===== config.mk =====
export PLATFORM = sky130hd
export DESIGN_NAME = adse_back
export DESIGN_NICKNAME = d
export VERILOG_FILES = /design/src/hw/rtl/adse_pkg.sv /design/src/hw/rtl/adse_back.sv
export SDC_FILE = /design/constraint.sdc
export NUM_CORES = 2
export LEC_CHECK = 0
export BUFFER_PORTS_ARGS = -buffer_cell sky130_fd_sc_hd__buf_4
export CAP_MARGIN = 30
export CORE_MARGIN = 2
export CORE_UTILIZATION = 35
export CTS_CLUSTER_DIAMETER = 50
export CTS_CLUSTER_SIZE = 20
export DETAILED_ROUTE_END_ITERATION = 10
export PLACE_DENSITY = 0.49
export SYNTH_ARGS = -nofsm -noshare
export SYNTH_HDL_FRONTEND = slang
export SYNTH_SLANG_ARGS = --single-unit

===== constraint.sdc =====
create_clock -name aclk -period 21.3 [get_ports aclk]
set_input_delay 2.13 -clock aclk [delete_from_list [all_inputs] [get_ports aclk]]
set_output_delay 2.13 -clock aclk [all_outputs]
set_load 0.01 [all_outputs]

===== src/hw/rtl/adse_pkg.sv =====
`timescale 1ns / 1ps
`default_nettype none

package adse_pkg;

    // value format shared by every result field
    localparam int VAL_W = 40;
    localparam logic signed [63:0] VAL_MAX = 64'sd549755813887;
    localparam logic signed [63:0] VAL_MIN = -64'sd549755813888;

    // register widths
    localparam int SLOPE_W  = 20;
    localparam int FACTOR_W = 23;
    localparam int OFFSET_W = 11;
    localparam int ALPHA_W  = 16;

    // configuration port
    localparam int CFG_IDX_W  = 8;
    localparam int CFG_DATA_W = 32;
    localparam logic [CFG_IDX_W-1:0] REG_SLOPE  = 8'd0;
    localparam logic [CFG_IDX_W-1:0] REG_FACTOR = 8'd1;
    localparam logic [CFG_IDX_W-1:0] REG_OFFSET = 8'd2;
    localparam logic [CFG_IDX_W-1:0] REG_ALPHA  = 8'd3;

    localparam logic [SLOPE_W-1:0]         SLOPE_RST  = 20'd65536;
    localparam logic [FACTOR_W-1:0]        FACTOR_RST = 23'd65536;
    localparam logic signed [OFFSET_W-1:0] OFFSET_RST = 11'sd0;
    localparam logic [ALPHA_W-1:0]         ALPHA_RST  = 16'd6554;

    // zero slope means unity gain, zero alpha means about 0.001
    localparam logic [SLOPE_W-1:0] SLOPE_ONE   = 20'd65536;
    localparam logic [ALPHA_W-1:0] ALPHA_FLOOR = 16'd66;

    // default parameter values
    localparam int DEF_FRACTION_BITS = 8;
    localparam int DEF_SAMPLE_BITS   = 12;

    // smoothing datapath
    localparam int COEF_W = 17;
    localparam logic [COEF_W-1:0] ONE_Q16 = 17'd65536;
    localparam int DIFF_W = VAL_W + 1;
    localparam int PROD_W = COEF_W + 1 + DIFF_W;

    // divider: quotient bits and radix-2 steps per cycle
    localparam int DIV_W    = 64;
    localparam int DIV_STEP = 8;

    typedef enum logic [3:0] {
        ST_IDLE,
        ST_SEED,
        ST_MUL1,
        ST_AVG1,
        ST_MUL2,
        ST_AVG2,
        ST_MUL3,
        ST_NUM,
        ST_DIV,
        ST_OUT
    } back_state_t;

    typedef struct packed {
        logic              start;
        logic [DIV_W-1:0]  dividend;
        logic [COEF_W-1:0] divisor;
    } div_req_t;

    typedef struct packed {
        logic             done;
        logic [DIV_W-1:0] quotient;
    } div_rsp_t;

    // clamp to the signed 40-bit range
    function automatic logic signed [VAL_W-1:0] sat40(input logic signed [63:0] v);
        logic signed [63:0] c;
        c = v;
        if (v > VAL_MAX) begin
            c = VAL_MAX;
        end else if (v < VAL_MIN) begin
            c = VAL_MIN;
        end
        return c[VAL_W-1:0];
    endfunction

    // divide by 2^16, round to nearest, ties away from zero
    function automatic logic signed [63:0] rnd_q16(input logic signed [63:0] num);
        logic        neg;
        logic [63:0] mag;
        logic [63:0] q;
        neg = num[63];
        mag = neg ? 64'(-num) : 64'(num);
        q   = (mag + 64'd32768) >> 16;
        return neg ? -$signed(q) : $signed(q);
    endfunction

endpackage

`default_nettype wire


===== src/hw/rtl/adse_back.sv =====
`timescale 1ns / 1ps
`default_nettype none

// smoothing sequencer: two averages and the trend estimate on one multiplier
module adse_back (
    input  wire logic                              aclk,
    input  wire logic                              aresetn,
    input  wire logic [adse_pkg::ALPHA_W-1:0]      alpha_q16,
    input  wire logic                              q_valid,
    output logic                                   q_ready,
    input  wire logic signed [adse_pkg::VAL_W-1:0] q_data,
    output adse_pkg::div_req_t                     div_req,
    input  wire adse_pkg::div_rsp_t                div_rsp,
    output logic                                   m_valid,
    input  wire logic                              m_ready,
    output logic signed [adse_pkg::VAL_W-1:0]      m_calibrated,
    output logic signed [adse_pkg::VAL_W-1:0]      m_smooth_first,
    output logic signed [adse_pkg::VAL_W-1:0]      m_smooth_second
);
    import adse_pkg::*;

    back_state_t state_reg, state_next;

    logic signed [VAL_W-1:0]  cal_reg, fa_reg, sa_reg, e1_reg;
    logic signed [DIFF_W-1:0] diff_reg;
    logic signed [PROD_W-1:0] prod_reg;
    logic                     neg_reg;
    logic                     m_valid_reg;
    logic signed [VAL_W-1:0]  m_cal_reg, m_first_reg, m_second_reg;

    logic                     pop, mul_trend, out_load;
    logic [ALPHA_W-1:0]       a_eff;
    logic [COEF_W-1:0]        one_minus;
    logic [COEF_W-1:0]        mul_coeff;
    logic signed [DIFF_W-1:0] mul_opnd;
    logic signed [PROD_W-1:0] mul_prod;
    logic signed [VAL_W-1:0]  fa_eff, sa_eff;
    logic signed [63:0]       avg_base, avg_num;
    logic signed [VAL_W-1:0]  avg_val;
    logic signed [63:0]       trend_num;
    logic [63:0]              trend_mag;
    logic signed [63:0]       quo_signed;
    logic signed [VAL_W-1:0]  second_val;

    assign a_eff     = (alpha_q16 == '0) ? ALPHA_FLOOR : alpha_q16;
    assign one_minus = ONE_Q16 - COEF_W'(a_eff);

    // next state
    always_comb begin
        state_next = state_reg;
        case (state_reg)
            ST_IDLE: begin
                if (q_valid) begin
                    state_next = ST_SEED;
                end
            end
            ST_SEED: state_next = ST_MUL1;
            ST_MUL1: state_next = ST_AVG1;
            ST_AVG1: state_next = ST_MUL2;
            ST_MUL2: state_next = ST_AVG2;
            ST_AVG2: state_next = ST_MUL3;
            ST_MUL3: state_next = ST_NUM;
            ST_NUM:  state_next = ST_DIV;
            ST_DIV: begin
                if (div_rsp.done) begin
                    state_next = ST_OUT;
                end
            end
            ST_OUT: begin
                if (!m_valid_reg || m_ready) begin
                    state_next = ST_IDLE;
                end
            end
            default: state_next = ST_IDLE;
        endcase
    end

    // control outputs
    always_comb begin
        q_ready   = 1'b0;
        mul_trend = 1'b0;
        out_load  = 1'b0;
        case (state_reg)
            ST_IDLE: q_ready   = 1'b1;
            ST_MUL3: mul_trend = 1'b1;
            ST_OUT:  out_load  = !m_valid_reg || m_ready;
            default: begin
            end
        endcase
    end

    assign pop = q_valid && q_ready;

    // shared multiplier: alpha times a difference, or (1-alpha) times e1
    assign mul_coeff = mul_trend ? one_minus : COEF_W'(a_eff);
    assign mul_opnd  = mul_trend ? DIFF_W'(e1_reg) : diff_reg;
    assign mul_prod  = $signed({1'b0, mul_coeff}) * mul_opnd;

    // a zero average means not yet seeded
    assign fa_eff = (fa_reg == '0) ? cal_reg : fa_reg;
    assign sa_eff = (sa_reg == '0) ? cal_reg : sa_reg;

    // average = old + a*(new-old), expressed over 2^16
    assign avg_base = (state_reg == ST_AVG2) ? 64'(sa_reg) : 64'(fa_reg);
    assign avg_num  = (avg_base <<< 16) + 64'(prod_reg);
    assign avg_val  = sat40(rnd_q16(avg_num));

    // (2-a)*e1 - e12 = (e1-e12) + (1-a)*e1, before division by (1-a)
    assign trend_num = (64'(diff_reg) <<< 16) + 64'(prod_reg);
    assign trend_mag = trend_num[63] ? 64'(-trend_num) : 64'(trend_num);

    assign div_req.start    = (state_reg == ST_NUM);
    assign div_req.dividend = trend_mag + 64'(one_minus >> 1);
    assign div_req.divisor  = one_minus;

    assign quo_signed = neg_reg ? -$signed(div_rsp.quotient) : $signed(div_rsp.quotient);
    assign second_val = sat40(quo_signed);

    always_ff @(posedge aclk) begin
        if (!aresetn) begin
            state_reg   <= ST_IDLE;
            fa_reg      <= '0;
            sa_reg      <= '0;
            m_valid_reg <= 1'b0;
        end else begin
            state_reg <= state_next;
            case (state_reg)
                ST_SEED: begin
                    fa_reg <= fa_eff;
                    sa_reg <= sa_eff;
                end
                ST_AVG1: fa_reg <= avg_val;
                ST_AVG2: sa_reg <= avg_val;
                default: begin
                end
            endcase
            if (out_load) begin
                m_valid_reg <= 1'b1;
            end else if (m_ready) begin
                m_valid_reg <= 1'b0;
            end
        end
    end

    always_ff @(posedge aclk) begin
        if (pop) begin
            cal_reg <= q_data;
        end
        case (state_reg)
            ST_SEED: diff_reg <= DIFF_W'(cal_reg) - DIFF_W'(fa_eff);
            ST_MUL1: prod_reg <= mul_prod;
            ST_AVG1: begin
                e1_reg   <= avg_val;
                diff_reg <= DIFF_W'(avg_val) - DIFF_W'(sa_reg);
            end
            ST_MUL2: prod_reg <= mul_prod;
            ST_AVG2: diff_reg <= DIFF_W'(e1_reg) - DIFF_W'(avg_val);
            ST_MUL3: prod_reg <= mul_prod;
            ST_NUM:  neg_reg  <= trend_num[63];
            default: begin
            end
        endcase
        if (out_load) begin
            m_cal_reg    <= cal_reg;
            m_first_reg  <= e1_reg;
            m_second_reg <= second_val;
        end
    end

    assign m_valid         = m_valid_reg;
    assign m_calibrated    = m_cal_reg;
    assign m_smooth_first  = m_first_reg;
    assign m_smooth_second = m_second_reg;

endmodule

`default_nettype wire


# Word-level counts from Yosys, hierarchy flattened
# Cells that the tools add are included.
dict set report word_totals {
  reg_bits 386
  latch_bits 0
  ram_bits 0
  mem_bits_ro 0
  in_bits 125
  out_inout_bits 204
  elab_cells 81
  mem_count 0
}
dict set report op_classes {
  add_sub_neg 12
  multipliers 1
  div_mod_pow 0
  n_lt_le_gt_ge 4
  n_eq_ne 13
  n_shift 0
  muxes 25
  n_bitwise 0
  reduce_logical 14
}
# cell n
set op_table {}
lappend op_table {{$mux W64} 4}
lappend op_table {{$mux W40} 5}
lappend op_table {{$pmux W40 S2} 2}
lappend op_table {{$gt A64 B40 Y1 const B} 2}
lappend op_table {{$lt A64 B40 Y1 const B} 2}
lappend op_table {{$neg A64 Y64} 2}
lappend op_table {{$pmux W41 S3} 1}
lappend op_table {{$sub A40 B40 Y41} 3}
lappend op_table {{$logic_not A40 Y1} 2}
lappend op_table {{$add A64 B16 Y64} 1}
lappend op_table {{$add A64 B16 Y64 const B} 1}
lappend op_table {{$add A64 B59 Y64} 1}
lappend op_table {{$neg A48 Y64} 1}
lappend op_table {{$neg A60 Y64} 1}
lappend op_table {{$add A57 B59 Y60} 1}
lappend op_table {{$mul A18 B41 Y59} 1}
lappend op_table {{$mux W48} 1}
lappend op_table {{$mux W41} 1}
lappend op_table {{$pmux W4 S10} 1}
lappend op_table {{$mux W17} 1}
lappend op_table {{$sub A17 B16 Y17 const A} 1}
lappend op_table {{$eq A4 B3 Y1 const B} 4}
lappend op_table {{$logic_not A16 Y1} 1}
lappend op_table {{$mux W16} 1}
lappend op_table {{other kinds (15)} 28}

# Logic depth before layout (Yosys ltp)
dict set report logic_depth {
  word_depth 13
  ltp_mapped 74
}

# Worst setup path before layout
# Ideal clock, no wire load.
dict set report synth_path {
  kind {flip-flop to flip-flop}
  start {reg state_reg[1]}
  end {reg diff_reg[39], data pin}
  setup_ns 0.269
  arrival_time_ns 14.557
  setup_slack_ns 6.474
  stages_incl_launch_ff 70
  path_buffers 16
  cell_sequence {dfxtp_1 clkbuf_1 inv_1 nand2_1 or2_2 clkbuf_1 clkbuf_1 clkbuf_1 o21ai_0 ha_1 clkbuf_1 nand4_1 or3_1 a2111oi_0 o21ai_0 nand3_1 o21a_1 buf_2 [34 not listed] o21ai_0 a21boi_0 o21ai_0 a21o_1 a31oi_1 o221a_2 a41o_1 o21ai_0 o21ai_0 nand2_1 a31oi_1 a22o_1 o41ai_1 o21ai_0 a21oi_1 xnor2_1 a221oi_1 o21ai_0}
}
dict set report synth_between {
  elab_chain_cells 13
  word_cells_on_any_way 17
}
# element line
set synth_rtl {}
lappend synth_rtl {{start, declared} adse_back.sv:22} ;# back_state_t state_reg, state_next;
lappend synth_rtl {{start signal, assigned} adse_back.sv:126} ;# state_reg <= state_next;
lappend synth_rtl {{$eq A4 B3 Y1 (*)} adse_back.sv:104} ;# assign avg_base = (state_reg == ST_AVG2) ? 64'(sa_reg) : 64'(fa_reg);
lappend synth_rtl {{$mux W48 (*)} adse_back.sv:104}
lappend synth_rtl {{$add A64 B59 Y64 (*)} adse_back.sv:105} ;# assign avg_num = (avg_base <<< 16) + 64'(prod_reg);
lappend synth_rtl {{$neg A64 Y64} adse_pkg.sv:90} ;# mag = neg ? 64'(-num) : 64'(num);
lappend synth_rtl {{$mux W64} adse_pkg.sv:90}
lappend synth_rtl {{$add A64 B16 Y64} adse_pkg.sv:91} ;# q = (mag + 64'd32768) >> 16;
lappend synth_rtl {{$neg A48 Y64} adse_pkg.sv:92} ;# return neg ? -$signed(q) : $signed(q);
lappend synth_rtl {{$mux W64 (*)} adse_pkg.sv:92}
lappend synth_rtl {{$lt A64 B40 Y1} adse_pkg.sv:78} ;# end else if (v < VAL_MIN) begin
lappend synth_rtl {{$mux W40} adse_pkg.sv:78}
lappend synth_rtl {{$mux W40 (*)} adse_pkg.sv:76} ;# if (v > VAL_MAX) begin
lappend synth_rtl {{named net avg_val[1]} adse_back.sv:39} ;# logic signed [VAL_W-1:0] avg_val;
lappend synth_rtl {{$sub A40 B40 Y41 (on tied branches)} {adse_back.sv:157, adse_back.sv:154}}
lappend synth_rtl {{$pmux W41 S3 (*)} adse_back.sv:149} ;# case (state_reg)
lappend synth_rtl {{end signal, assigned} adse_back.sv:150} ;# ST_SEED: diff_reg <= DIFF_W'(cal_reg) - DIFF_W'(fa_eff);
lappend synth_rtl {{end signal, assigned} adse_back.sv:154} ;# diff_reg <= DIFF_W'(avg_val) - DIFF_W'(sa_reg);
lappend synth_rtl {{end signal, assigned} adse_back.sv:157} ;# ST_AVG2: diff_reg <= DIFF_W'(e1_reg) - DIFF_W'(avg_val);
lappend synth_rtl {{end, declared} adse_back.sv:25} ;# logic signed [DIFF_W-1:0] diff_reg;
# Mark *: on every way through the listed nets, which the timed path passes. The rest lies on a longest branch.
# A chain may end at the register's enable or synchronous reset.

# Final worst setup path
dict set report layout_path {
  start {reg state_reg[1]}
  end {reg diff_reg[38], data pin}
}
# The elaborated chain is that of the path after synthesis.

==> impl_metrics.csv <==
group,metric,value,unit
global_route,globalRouteOverflowTotal,0,
timing,final_period_minus_worst_setup_slack,16.67,ns
yosys,synth_sequential_area_ratio,0.182,
timing,slew_headroom,0.236,
min_path,timing.hold.worst_path_depth,0,
global_route,grt_pass1_wl,347000,um
setup_path,worstRegToRegCells,59,
floorplan,design.die.area,172000,um^2
global_route,antenna_found_initial,17,
timing,hold_viol,0,
finish,leading_cell_type_in_the_layout_fill_and_taps_excluded,"sky130_fd_sc_hd__nand2_1",
min_path,timing.hold.worst_endpoint,"m_smooth_first[37]",
global_route,pin_count_of_the_biggest_net_entering_global_routing,71,
clock_network,post_cts_resize_count,0,
finish,final_layout_size_suffix_gt1_frac,0.0993,
place,buffer_ports.inserted,324,
yosys,mappedNetlistArea,58900,um^2
timing,finalSetupViolCount,0,
timing,unrepaired_setup_endpoints_after_global_routing,"false",
timing,layout_worst_path_cycle_share,0.783,
setup_path,critical_path.reg2reg.endpoint,"diff_reg[38]",
finish,area_delta_synth_final,13.4,%
clock_network,cts-buffers-inserted,74,
yosys,ys_seq_elements,386,
floorplan,top_level_ports,329,
setup_path,worst_setup_path_start_kind,"flop",
yosys,synthesis.area_per_instance,8.34,um^2
clock_network,clk_latency,0.72,ns
clock_network,tritoncts_clock_tree,"built",
yosys,synth_enable_flop_cells,301,
setup_path,criticalPathCategory,"reg2reg",
finish,largest_register_ff_count,59,
route,vias,52660,
global_route,first_global_vias,52983,
clock_network,cts.htree.levels,3,
yosys,synth-warning-count,0,
timing,finalClockSkew,0.0518,ns
clock_network,cts_sinks,386,
outcome,outcome,"completed",
setup_path,cp_slowest_cell,"sky130_fd_sc_hd__nor4b_2",
route,drt_iter0_drc,4468,
run,cap_viol_max_count,0,
route,post-route-drc-count,0,
route,wirelength,234000,um
clock_network,hold_buffers,0,
timing,fin_tns_setup,0,ns
yosys,netlist-cell-type-count,107,
setup_path,critPathMaxStageDelay,0.86,ns
yosys,async_flop_share,0,
place,dp_hpwl,192000,um
finish,final_cell_mix,"sky130_fd_sc_hd__nand2_1 (1004), sky130_fd_sc_hd__inv_1 (885), sky130_fd_sc_hd__fa_1 (662), sky130_fd_sc_hd__nor2_1 (538), sky130_fd_sc_hd__buf_4 (436)",
timing,drv_slew,0,
route,drt_pass1_iterations,6,
setup_path,critical-path-top-cell-by-count,"sky130_fd_sc_hd__o21ai_0",
timing,timing.fmax,0.0600,GHz
finish,final_nets,8421,
min_path,worst_hold_path_type,"reg2reg",
clock_network,path_clk_slew,0.06,ns
setup_path,worstReg2RegStart,"state_reg[1]",
setup_path,cp-end-kind,"flop",
floorplan,die_width,414,um
clock_network,clk_root_buffer_cell,"sky130_fd_sc_hd__clkbuf_16",
setup_path,worst_ep_arrival_time,17.12,ns
floorplan,design.core.area,167000,um^2
floorplan,initial_core_util,0.352,
route,antenna_violating_nets_post_route,0,
min_path,worstHoldStart,"e1_reg[37]",
finish,n_fill_cell,16957,
yosys,syn-instance-count,7058,
setup_path,required,21.75,ns
route,routedWlPerCell,24.5,um
setup_path,timing.reg2reg.setup_slack,4.63,ns
route,vias_per_cell,5.52,
clock_network,cts_setup_buffers,0,
clock_network,cts.path.max_buffers,3,
timing,tightest_slew,1.14,ns
floorplan,die_height,414,um
place,routability_cong,0.963,
setup_path,worst_path_fanout_max,47,
global_route,grt_util_all_layers,0.269,
yosys,synth-main-ff-cell,"sky130_fd_sc_hd__edfxtp_1",
floorplan,row_count,150,
-- synth_stat cells (all sizes together) (14+ instances only) --
cell type / count / area share
a2111oi: 19 / 0.0033
and2: 88 / 0.0093
a31oi: 59 / 0.0063
o21bai: 50 / 0.0064
or4: 26 / 0.0034
clkbuf: 259 / 0.017
or2: 35 / 0.0037
nor4: 61 / 0.0073
ha: 363 / 0.077
nor2b: 48 / 0.0051
nor3: 139 / 0.012
o31ai: 45 / 0.0057
o21a: 57 / 0.0073
a22oi: 21 / 0.0027
o41ai: 21 / 0.0031
nand2b: 74 / 0.0079
nand3: 155 / 0.013
a221oi: 27 / 0.0060
fa: 662 / 0.23
dfxtp: 85 / 0.029
a21boi: 34 / 0.0043
nor2: 546 / 0.035
xor2: 178 / 0.026
or3: 36 / 0.0038
a21oi: 416 / 0.035
a31o: 22 / 0.0033
nor3b: 17 / 0.0023
nand3b: 17 / 0.0022
o21ai: 354 / 0.030
o221ai: 14 / 0.0022
inv: 886 / 0.056
and3: 50 / 0.0053
mux2i: 47 / 0.0080
edfxtp: 301 / 0.15
a211o: 14 / 0.0021
o211ai: 36 / 0.0046
buf: 55 / 0.0045
xnor2: 342 / 0.051
a21o: 119 / 0.015
nand2: 1006 / 0.064
nand4: 51 / 0.0055
a211oi: 31 / 0.0042
-- through the flow --
| stage | worst slack [ns] | hold slack, ns | utilization | cells | instance area [um^2] |
|---|---|---|---|---|---|
| final | 4.63 | 0.522 | 0.399 | 9542 | 66800 |
| after global placement | 4.96 | 0.514 | 0.382 | 9380 | 63900 |
| after detailed placement | 4.81 | 0.508 | 0.383 | 9396 | 64100 |
| after global routing | 3.38 | 0.551 | 0.399 | 9536 | 66700 |
| after floorplan | 6.47 | 0.426 | - | 7061 | 58900 |
| after CTS | 4.68 | 0.526 | 0.399 | 9532 | 66700 |
-- worst max-delay path: cells and delay by family (launching register included) --
family,cells,cell delay (ns)
fa+ha+maj,4,1.02
simple gates,19,5.04
mux,1,0.42
flops,1,0.53
buf+inv,5,1.14
xor+xnor,3,0.43
compound gates,27,7.76
-- per-layer routing --
metal | vias up | track usage | share of wire
met5 | - | 0 | 0.00020
met4 | 6 | 0.107 | 0.044
met3 | 327 | 0.0371 | 0.064
met2 | 1851 | 0.445 | 0.46
met1 | 26264 | 0.356 | 0.43
li1 | 24212 | - | -
-- worst max path at each step --
| stage | from | end | depth (start not counted) |
|---|---|---|---|
| floorplan | state_reg[1] | diff_reg[39] | 69 |
| global placement | state_reg[1] | diff_reg[39] | 58 |
| detailed placement | state_reg[1] | diff_reg[39] | 55 |
| CTS | state_reg[1] | diff_reg[39] | 55 |
| global route | state_reg[1] | diff_reg[38] | 59 |
| finish | state_reg[1] | diff_reg[38] | 59 |
-- logic make-up after synthesis --
| kind of cell | share of synthesized area |
|---|---|
| DFF | 0.182 |
| other | 0.0000637 |
| muxes | 0.00952 |
| adders and majority gates | 0.302 |
| buffers and inverters | 0.0776 |
| and+or+nand+nor | 0.187 |
| AOI/OAI and AO/OA | 0.164 |
| xor gates and xnor gates | 0.0773 |
-- final cells by class --
type	instances	area, um^2	area share
multi-input combinational	5474	43900	0.657
sequential	386	10700	0.161
timing repair buffer	448	3440	0.0515
inverter	887	3330	0.0499
tap	2204	2760	0.0413
clock buffer	89	2060	0.0308
clock inverter	47	547	0.00819
antenna	7	17.5	0.000262
Power is not shown: default switching activity piles up to over one toggle a cycle in this logic, so the estimate is an artifact.
